==> src/sv/homog_pkg.sv <==
package homog_pkg;

    localparam int FRAC_BITS = 32;
    localparam int NROWS     = 8;
    localparam int NCOLS     = 9;
    localparam int THR_W     = 33;
    localparam logic signed [63:0] SMAX = 64'sh7FFF_FFFF_FFFF_FFFF;
    localparam logic signed [63:0] SMIN = 64'sh8000_0000_0000_0000;
    localparam logic signed [63:0] FX_ONE = 64'sd1 <<< FRAC_BITS;

    typedef enum logic [4:0] {
        ST_IDLE, ST_LD, ST_LD_MW,
        ST_PS_RD, ST_PS_CMP, ST_PS_CHK,
        ST_SW_RA, ST_SW_RB, ST_SW_W1, ST_SW_W2,
        ST_PV_RD, ST_PV_LD, ST_NM_RD, ST_NM_DIV, ST_NM_WAIT,
        ST_EL_RD, ST_EL_F, ST_EL_RB, ST_EL_RA, ST_EL_MUL, ST_EL_MW, ST_EL_NEXT,
        ST_OUT_RD, ST_OUT, ST_SING
    } t_state;

    typedef enum logic [3:0] {
        WS_X, WS_Y, WS_U, WS_V, WS_ONE, WS_ZERO,
        WS_MULNEG, WS_DIV, WS_SUB, WS_RDATA, WS_A
    } t_wsel;

    typedef enum logic [2:0] {
        MS_UX, MS_UY, MS_VX, MS_VY, MS_FB
    } t_msel;

    typedef struct packed {
        logic       load_pt;
        logic [6:0] rd_addr;
        logic       we;
        logic [6:0] wr_addr;
        t_wsel      wsel;
        logic       ld_a;
        logic       ld_b;
        logic       ld_f;
        logic       ld_pval;
        logic       pmag_ld;
        logic       mul_start;
        t_msel      msel;
        logic       div_start;
        logic       emit;
        logic       emit_sing;
        logic       emit_last;
        logic [2:0] emit_idx;
    } t_dp_cmd;

    typedef struct packed {
        logic mul_done;
        logic div_done;
        logic rd_gt_pmag;
        logic rd_lt_thr;
        logic pmag_lt_thr;
    } t_dp_stat;

    function automatic logic [63:0] mag_of(input logic signed [63:0] v);
        return v[63] ? 64'(-v) : 64'(v);
    endfunction

    function automatic logic signed [63:0] from_mag(input logic neg, input logic [63:0] mag);
        if (neg) begin
            return mag[63] ? SMIN : -$signed(mag);
        end
        return mag[63] ? SMAX : $signed(mag);
    endfunction

    function automatic logic signed [63:0] sat_sub(input logic signed [63:0] a,
                                                   input logic signed [63:0] b);
        logic signed [64:0] d;
        d = 65'(a) - 65'(b);
        if (d[64] != d[63]) begin
            return d[64] ? SMIN : SMAX;
        end
        return d[63:0];
    endfunction

    function automatic logic signed [63:0] sat_neg(input logic signed [63:0] a);
        return (a == SMIN) ? SMAX : -a;
    endfunction

    function automatic logic signed [63:0] widen(input logic [31:0] raw);
        logic signed [63:0] s;
        s = $signed({{32{raw[31]}}, raw});
        return s <<< (FRAC_BITS - 16);
    endfunction

    function automatic logic [6:0] maddr(input logic [2:0] row, input logic [3:0] col);
        return 7'({row, 3'b000}) + 7'(row) + 7'(col);
    endfunction

endpackage

==> src/sv/homog_ctrl.sv <==
module homog_ctrl import homog_pkg::*; (
    input  logic     i_clk,
    input  logic     i_rst_n,
    input  logic     i_start,
    output logic     o_busy,
    input  t_dp_stat i_stat,
    output t_dp_cmd  o_cmd
);

    t_state     r_state, n_state;
    logic [1:0] r_cnt, n_cnt;
    logic       r_lr, n_lr;
    logic [3:0] r_c, n_c;
    logic [2:0] r_row, n_row;
    logic [2:0] r_col, n_col;
    logic [2:0] r_piv, n_piv;
    logic       w_adv;
    logic [2:0] w_lrow;

    always_ff @(posedge i_clk) begin
        if (!i_rst_n) begin
            r_state <= ST_IDLE;
            r_cnt   <= '0;
            r_lr    <= 1'b0;
            r_c     <= '0;
            r_row   <= '0;
            r_col   <= '0;
            r_piv   <= '0;
        end else begin
            r_state <= n_state;
            r_cnt   <= n_cnt;
            r_lr    <= n_lr;
            r_c     <= n_c;
            r_row   <= n_row;
            r_col   <= n_col;
            r_piv   <= n_piv;
        end
    end

    always_comb begin
        n_state = r_state;
        n_cnt   = r_cnt;
        n_lr    = r_lr;
        n_c     = r_c;
        n_row   = r_row;
        n_col   = r_col;
        n_piv   = r_piv;
        o_cmd   = '0;
        w_adv   = 1'b0;
        w_lrow  = {r_cnt, r_lr};
        case (r_state)
            ST_IDLE: begin
                if (i_start) begin
                    o_cmd.load_pt = 1'b1;
                    n_lr    = 1'b0;
                    n_c     = '0;
                    n_state = ST_LD;
                end
            end
            ST_LD: begin
                o_cmd.wr_addr = maddr(w_lrow, r_c);
                if (r_c == 4'd6 || r_c == 4'd7) begin
                    o_cmd.mul_start = 1'b1;
                    case ({r_lr, r_c[0]})
                        2'b00:   o_cmd.msel = MS_UX;
                        2'b01:   o_cmd.msel = MS_UY;
                        2'b10:   o_cmd.msel = MS_VX;
                        default: o_cmd.msel = MS_VY;
                    endcase
                    n_state = ST_LD_MW;
                end else begin
                    o_cmd.we = 1'b1;
                    w_adv    = 1'b1;
                    case (r_c)
                        4'd0:    o_cmd.wsel = r_lr ? WS_ZERO : WS_X;
                        4'd1:    o_cmd.wsel = r_lr ? WS_ZERO : WS_Y;
                        4'd2:    o_cmd.wsel = r_lr ? WS_ZERO : WS_ONE;
                        4'd3:    o_cmd.wsel = r_lr ? WS_X : WS_ZERO;
                        4'd4:    o_cmd.wsel = r_lr ? WS_Y : WS_ZERO;
                        4'd5:    o_cmd.wsel = r_lr ? WS_ONE : WS_ZERO;
                        default: o_cmd.wsel = r_lr ? WS_V : WS_U;
                    endcase
                end
            end
            ST_LD_MW: begin
                o_cmd.wr_addr = maddr(w_lrow, r_c);
                o_cmd.wsel    = WS_MULNEG;
                if (i_stat.mul_done) begin
                    o_cmd.we = 1'b1;
                    w_adv    = 1'b1;
                    n_state  = ST_LD;
                end
            end
            ST_PS_RD: begin
                o_cmd.rd_addr = maddr(r_row, 4'(r_col));
                n_state = ST_PS_CMP;
            end
            ST_PS_CMP: begin
                if (r_row == r_col || i_stat.rd_gt_pmag) begin
                    o_cmd.pmag_ld = 1'b1;
                    n_piv = r_row;
                end
                if (r_row == 3'(NROWS - 1)) begin
                    n_state = ST_PS_CHK;
                end else begin
                    n_row   = r_row + 3'd1;
                    n_state = ST_PS_RD;
                end
            end
            ST_PS_CHK: begin
                if (i_stat.pmag_lt_thr) begin
                    n_state = ST_SING;
                end else if (r_piv != r_col) begin
                    n_c     = '0;
                    n_state = ST_SW_RA;
                end else begin
                    n_state = ST_PV_RD;
                end
            end
            ST_SW_RA: begin
                o_cmd.rd_addr = maddr(r_piv, r_c);
                n_state = ST_SW_RB;
            end
            ST_SW_RB: begin
                o_cmd.rd_addr = maddr(r_col, r_c);
                o_cmd.ld_a    = 1'b1;
                n_state = ST_SW_W1;
            end
            ST_SW_W1: begin
                o_cmd.we      = 1'b1;
                o_cmd.wr_addr = maddr(r_piv, r_c);
                o_cmd.wsel    = WS_RDATA;
                n_state = ST_SW_W2;
            end
            ST_SW_W2: begin
                o_cmd.we      = 1'b1;
                o_cmd.wr_addr = maddr(r_col, r_c);
                o_cmd.wsel    = WS_A;
                if (r_c == 4'(NCOLS - 1)) begin
                    n_state = ST_PV_RD;
                end else begin
                    n_c     = r_c + 4'd1;
                    n_state = ST_SW_RA;
                end
            end
            ST_PV_RD: begin
                o_cmd.rd_addr = maddr(r_col, 4'(r_col));
                n_state = ST_PV_LD;
            end
            ST_PV_LD: begin
                o_cmd.ld_pval = 1'b1;
                n_c     = 4'(r_col);
                n_state = ST_NM_RD;
            end
            ST_NM_RD: begin
                o_cmd.rd_addr = maddr(r_col, r_c);
                n_state = ST_NM_DIV;
            end
            ST_NM_DIV: begin
                o_cmd.div_start = 1'b1;
                n_state = ST_NM_WAIT;
            end
            ST_NM_WAIT: begin
                o_cmd.wr_addr = maddr(r_col, r_c);
                o_cmd.wsel    = WS_DIV;
                if (i_stat.div_done) begin
                    o_cmd.we = 1'b1;
                    if (r_c == 4'(NCOLS - 1)) begin
                        n_row   = '0;
                        n_state = ST_EL_RD;
                    end else begin
                        n_c     = r_c + 4'd1;
                        n_state = ST_NM_RD;
                    end
                end
            end
            ST_EL_RD: begin
                o_cmd.rd_addr = maddr(r_row, 4'(r_col));
                n_state = (r_row == r_col) ? ST_EL_NEXT : ST_EL_F;
            end
            ST_EL_F: begin
                o_cmd.ld_f = 1'b1;
                if (i_stat.rd_lt_thr) begin
                    n_state = ST_EL_NEXT;
                end else begin
                    n_c     = 4'(r_col);
                    n_state = ST_EL_RB;
                end
            end
            ST_EL_RB: begin
                o_cmd.rd_addr = maddr(r_col, r_c);
                n_state = ST_EL_RA;
            end
            ST_EL_RA: begin
                o_cmd.ld_b    = 1'b1;
                o_cmd.rd_addr = maddr(r_row, r_c);
                n_state = ST_EL_MUL;
            end
            ST_EL_MUL: begin
                o_cmd.ld_a      = 1'b1;
                o_cmd.mul_start = 1'b1;
                o_cmd.msel      = MS_FB;
                n_state = ST_EL_MW;
            end
            ST_EL_MW: begin
                o_cmd.wr_addr = maddr(r_row, r_c);
                o_cmd.wsel    = WS_SUB;
                if (i_stat.mul_done) begin
                    o_cmd.we = 1'b1;
                    if (r_c == 4'(NCOLS - 1)) begin
                        n_state = ST_EL_NEXT;
                    end else begin
                        n_c     = r_c + 4'd1;
                        n_state = ST_EL_RB;
                    end
                end
            end
            ST_EL_NEXT: begin
                if (r_row == 3'(NROWS - 1)) begin
                    if (r_col == 3'(NROWS - 1)) begin
                        n_row   = '0;
                        n_state = ST_OUT_RD;
                    end else begin
                        n_col   = r_col + 3'd1;
                        n_row   = r_col + 3'd1;
                        n_state = ST_PS_RD;
                    end
                end else begin
                    n_row   = r_row + 3'd1;
                    n_state = ST_EL_RD;
                end
            end
            ST_OUT_RD: begin
                o_cmd.rd_addr = maddr(r_row, 4'(NCOLS - 1));
                n_state = ST_OUT;
            end
            ST_OUT: begin
                o_cmd.emit      = 1'b1;
                o_cmd.emit_idx  = r_row;
                o_cmd.emit_last = (r_row == 3'(NROWS - 1));
                if (r_row == 3'(NROWS - 1)) begin
                    n_state = ST_IDLE;
                end else begin
                    n_row   = r_row + 3'd1;
                    n_state = ST_OUT_RD;
                end
            end
            ST_SING: begin
                o_cmd.emit      = 1'b1;
                o_cmd.emit_sing = 1'b1;
                o_cmd.emit_last = 1'b1;
                n_state = ST_IDLE;
            end
            default: begin
                n_state = ST_IDLE;
            end
        endcase
        if (w_adv) begin
            if (r_c == 4'(NCOLS - 1)) begin
                n_c = '0;
                if (r_lr) begin
                    n_cnt = r_cnt + 2'd1;
                    if (r_cnt == 2'd3) begin
                        n_col   = '0;
                        n_row   = '0;
                        n_state = ST_PS_RD;
                    end else begin
                        n_state = ST_IDLE;
                    end
                end else begin
                    n_lr = 1'b1;
                end
            end else begin
                n_c = r_c + 4'd1;
            end
        end
    end

    assign o_busy = (r_state != ST_IDLE);

endmodule

==> config.mk <==
export PLATFORM = sky130hd
export DESIGN_NAME = homog_ctrl
export DESIGN_NICKNAME = d
export VERILOG_FILES = /design/src/sv/homog_pkg.sv /design/src/sv/homog_ctrl.sv
export SDC_FILE = /design/constraint.sdc
export NUM_CORES = 1
export LEC_CHECK = 0
export ABC_AREA = 1
export BUFFER_PORTS_ARGS = -buffer_cell sky130_fd_sc_hd__buf_2
export CAP_MARGIN = 0
export CORE_ASPECT_RATIO = 1.1
export CORE_UTILIZATION = 25
export DETAILED_ROUTE_END_ITERATION = 8
export PLACE_DENSITY = 0.51
export SLEW_MARGIN = 0
export SYNTH_ARGS = -nofsm -noshare
export SYNTH_HDL_FRONTEND = slang
export SYNTH_SLANG_ARGS = --single-unit
==> constraint.sdc <==
create_clock -name i_clk -period 3.6 [get_ports i_clk]
set_input_delay 0.72 -clock i_clk [delete_from_list [all_inputs] [get_ports i_clk]]
set_output_delay 0.72 -clock i_clk [all_outputs]
set_load 0.01 [all_outputs]
; ---- Yosys cells after proc, flatten, opt, wreduce, memory -nomap -nowiden
; Index checks and enable logic that the tools add are counted.
[word_totals]
inputBits = 8
regBits = 21
output_inout_bits = 37
[op_classes]
n_eq_ne = 45
n_reduce_logical = 15
n_addsub = 15
mux = 84
[ops]
columns = op, n
row1 = one-hot mux 5 bit (24 select lines), 1
row2 = 2-to-1 mux 3 bit, 25
row3 = one-hot mux 12 bit (6 select lines), 1
row4 = 2-to-1 mux 5 bit, 12
row5 = 2-to-1 mux 4 bit, 13
row6 = "equality test 5 bit, second input constant", 9
row7 = one-hot mux 7 bit (6 select lines), 1
row8 = "equality test 5 x 4 -> 1 bit, second input constant", 8
row9 = adder 6 x 3 -> 7 bit, 4
row10 = adder 7 x 4 -> 7 bit, 4
row11 = one-hot mux 4 bit (7 select lines), 1
row12 = 2-to-1 mux 1 bit, 22
row13 = "equality test 5 x 3 -> 1 bit, second input constant", 4
row14 = "inequality test 3 bit, second input constant", 6
row15 = one-hot mux 3 bit (6 select lines), 1
row16 = "equality test 4 x 3 -> 1 bit, second input constant", 4
row17 = adder 7 x 3 -> 7 bit, 2
row18 = "equality test 5 x 2 -> 1 bit, second input constant", 2
row19 = one-hot mux 3 bit (3 select lines), 1
row20 = "equality test 4 x 2 -> 1 bit, second input constant", 2
row21 = one-hot mux 4 bit (2 select lines), 1
row22 = nonzero test 8 bit, 1
row23 = OR reduction 2 bit, 4
row24 = "adder 7 x 4 -> 7 bit, second input constant", 1
row25 = 23 further kinds, 29

; ---- Logic depth before layout (Yosys ltp)
[depth]
ltp_word = 8
ltp_mapped = 18
ltp_nobuf = 18

; ---- Worst setup path after synthesis
; Ideal clock, no wire load.
[synth_path]
path_type = reg-to-output
from = register r_state[2]
to = output port o_cmd[31] (netlist name)
stages_incl_launch_ff = 15
setup_slack_ns = 0.784
t_arrival_ns = 2.096
path_cell_list = dfxtp_1 -> nand2_2 -> nor2_4 -> nand2_4 -> nand2_4 -> nand2_1 -> o21ai_1 -> ha_1 -> nand2_1 -> nand2_1 -> a31oi_1 -> inv_1 -> nand2_4 -> nand2_1 -> o21ai_0
[synth_rtl]
columns = element, line
row1 = start: declaration, homog_ctrl.sv:10  ; t_state r_state, n_state;
row2 = start signal: assignment, homog_ctrl.sv:30  ; r_state <= n_state;
row3 = end: declaration, homog_ctrl.sv:7  ; output t_dp_cmd o_cmd

==> impl_metrics.csv <==
group,metric,value,unit
die,start_util,25.74,%
global_route,grt_pass1_vias,3864,
clock_network,cts_made_buffers,3,
route,route.detailed.drc,0,
cells_and_area,final_nets,649,
pwr,p_leak,2.108,nW
worst_hold_path,hold_depth,2,
worst_setup_path,required,2880,ps
pwr,intPower,0.4180,mW
sta,setup_tns,0,ps
worst_setup_path,critPathKind,"flip-flop to output port",
die,core_area,13270,sq um
route,wl_met2,5883,um
clock_network,clk_latency,270,ps
sta,setup_viol,0,
sta,finClkSkew,11.55,ps
sta,max-slew-margin-rel,59.89,%
sta,grt_setup_unrepaired,"no",
clock_network,cts.path.max_buffers,2,
pwr,comb_power_share,15.8,%
route,dr.pass1.iters,5,
global_route,grt_antenna_before_repair,0,
die,die-width,113.4,um
worst_hold_path,hold_end,"r_cnt[1]",
yosys,ys_types,41,
worst_setup_path,r2r_cells,10,
sta,hold_viol_final,0,
clock_network,clkTransAtPathRegs,70,ps
die,num_rows,44,
clock_network,cts_resized,0,
route,wl,12650,um
clock_network,postCtsSetupRepairBufs,0,
yosys,syn_area,3415,sq um
placed_design,place_congestion,0.9654,
sta,drv_slew,0,
die,ioPinCount,45,
pwr,clockPowerShare,43.5,%
run_status,status,"finished clean",
yosys,ys_ff_latch,21,
pwr,p_seq_share,40.7,%
clock_network,htree_levels,1,
route,drt-initial-drc-count,229,
worst_setup_path,arrival,2700,ps
clock_network,clock-sinks,21,
run,maxCapViolations,0,
yosys,ys_seq_area_share,12.31,%
sta,fin_crit_sh,94.96,%
sta,worst_pin_slew,600.8,ps
worst_setup_path,r2r-end,"r_row[2]",
route,detail-route-antenna-nets,0,
yosys,synth_area_per_cell,6.152,sq um
pwr,power_density,151.6,nW/um^2
worst_setup_path,end_kind,"output port",
global_route,grt_overflow,0,
placed_design,post-place-ws,433.3,ps
route,wl_met3,589,um
cells_and_area,syn_to_final_growth,15.87,%
worst_setup_path,regToRegStartpoint,"r_c[0]",
worst_hold_path,hold_path_class,"flip-flop to flip-flop",
global_route,grtUsageTotal,18.50,%
yosys,syn_inst,555,
sta,fin_crit,3419,ps
cells_and_area,num_antenna_cells,0,
die,die_h,124.6,um
yosys,synth_fp_nets,602,
yosys,yosys_warnings,0,
pwr,ir_worst_vdd,131.8,uV
route,highest_layer,"met4",
sta,timing.fmax,292.5,MHz
route,routedWlPerCell,16.12,um
placed_design,portBuffers,44,
placed_design,place_hpwl,10540,um
worst_setup_path,path_max_fanout,7,
worst_setup_path,startpoint_type,"flip-flop",
worst_setup_path,reg2reg_slack,1180,ps
route,vias,3970,
cells_and_area,drive_gt1_share,18.14,%
route,wl_met1,5635,um
cells_and_area,fillers,1452,
global_route,grt_pass1_wl,20650,um
die,die_area,14130,sq um
pwr,swShare,30.30,%
route,vias_per_cell,5.057,
sta,setup_slack,181.3,ps
clock_network,ctsHoldBuffers,0,
clock_network,cts_tree,"done",
worst_hold_path,worstHoldStart,"r_cnt[1]",
global_route,grt_max_degree,14,
pwr,switching_power,0.1817,mW
clock_network,cts-root-buf,"clkbuf_16",
-- sequential cells by signal (all words and copies together), names as in the netlist --
name and cells:
r_lr 1, r_col 3, r_row 3, r_cnt 2
r_c 4, r_state 5, r_piv 3
-- worst max-delay path by stage --
stage / start / end / cells after the start
after floorplan: r_state[2] / o_cmd[31] / 14
after global placement: r_state[2] / o_cmd[32] / 16
after detailed placement: r_state[2] / o_cmd[32] / 17
after CTS: r_state[2] / o_cmd[32] / 17
after global routing: r_state[3] / o_cmd[32] / 16
final: r_state[3] / o_cmd[32] / 17
-- final cells by class --
cell class / count / area, sq um / share of cell area [%]
tap: 184 / 230.2 / 5.819
clock buffer: 3 / 75.07 / 1.898
timing repair buffer: 49 / 257.7 / 6.515
multi-input combinational: 449 / 2668 / 67.43
clock inverter: 1 / 7.507 / 0.1898
sequential: 21 / 424.2 / 10.72
inverter: 78 / 294.0 / 7.432
-- critical path, stage by stage (launching register included) --
cell and delay, ps:
dfxtp_1 470, inv_2 110, nand2_1 110, nor2_2 60, nand2_2 100, nand2_4 100, nand2_2 90, o21ai_4 90
ha_1 220, fa_1 390, nand2_1 100, nand2_1 100, nand2_4 80, nor2_2 40, nor2_1 90, nand2_1 70
nand3_1 80, buf_2 140
-- metal layers --
layer,GRT usage (%),up-vias
met4,8.591,0
met3,1.800,38
met1,24.01,1829
li1,-,1954
met5,0,-
met2,30.64,149
-- cells by family after synthesis --
family / Yosys count / share of synthesized area (%)
AND/OR/NAND/NOR: 298 / 41.11
AO/OA/AOI/OAI: 95 / 17.19
buffers and inverters: 85 / 9.564
adder cells (fa/ha/maj): 39 / 15.39
flip-flops: 21 / 12.31
XOR/XNOR: 16 / 4.104
multiplexers: 1 / 0.3298
-- per-stage QoR --
| stage | power [mW] | utilization [%] | std cells | hold WS [ps] | instance area (sq um) |
|---|---|---|---|---|---|
| 6_report | 0.5998 | 29.82 | 785 | 539.6 | 3956 |
| 5_1_grt | 0.6257 | 29.82 | 785 | 561.6 | 3956 |
| 2_1_floorplan | 0.3101 | - | 555 | 476.8 | 3415 |
| 4_1_cts | 0.6026 | 29.79 | 785 | 541.4 | 3953 |
| 3_3_place_gp | 0.3431 | 29.17 | 781 | 516.7 | 3870 |
| 3_5_place_dp | 0.3430 | 29.17 | 781 | 530.3 | 3870 |
-- cells in the final DEF, fill, tap and decap left out, types with 6 or more instances in the layout --
cell type    n
xor2_1      11
a21oi_1     29
ha_1        34
nor2_2       9
nor2_1      55
nand3_1     55
nand2_2     10
o21ai_0     23
nand4_1     13
nand2_1    130
dfxtp_1     18
buf_2       44
inv_1       67
inv_2       10
nand2_4      6
o21ai_1      7
o211ai_1     8
o2111ai_1    8
-- power by group through the flow --
stage	Sequential, mW	Combinational, mW	Clock (mW)
6_report	0.244	0.0948	0.261
5_1_grt	0.245	0.106	0.274
4_1_cts	0.244	0.0941	0.265
3_5_place_dp	0.249	0.0936	0
3_3_place_gp	0.249	0.0941	0
2_1_floorplan	0.246	0.0638	0
-- synthesized netlist by cell type --
library cell,instances,area [sq um]
o211ai_1,8,60.06
a21o_1,1,7.510
nand2_4,6,67.56
a221oi_1,1,8.760
clkinv_2,1,5.000
o21ai_0,23,115.1
o21bai_1,1,7.510
nor2_4,5,56.30
a211oi_1,1,7.510
ha_1,34,425.4
dfxtp_1,21,420.4
fa_1,5,100.1
mux2_2,1,11.26
o22ai_1,3,18.77
o2111ai_1,8,70.07
nor4_1,2,12.51
o221ai_1,1,8.760
nand3_4,1,17.52
xnor2_1,5,43.79
a31oi_1,5,31.28
buf_2,2,10.01
o21ai_2,1,8.760
or2_2,4,25.02
nand2_2,10,62.56
o21ai_1,7,35.03
a21oi_1,29,145.1
nor2_2,9,56.30
nand3_2,3,30.03
a22oi_1,3,22.52
nor2_1,55,206.5
nand3_1,55,275.3
xor2_1,11,96.34
inv_2,10,37.54
o31ai_1,1,7.510
buf_4,1,7.510
nand4_1,13,81.33
nand2_1,130,488.0
clkbuf_1,4,15.01
inv_1,67,251.5
nor3_1,5,25.02
o21ai_4,2,32.53
(Power assumes the default switching activity.)
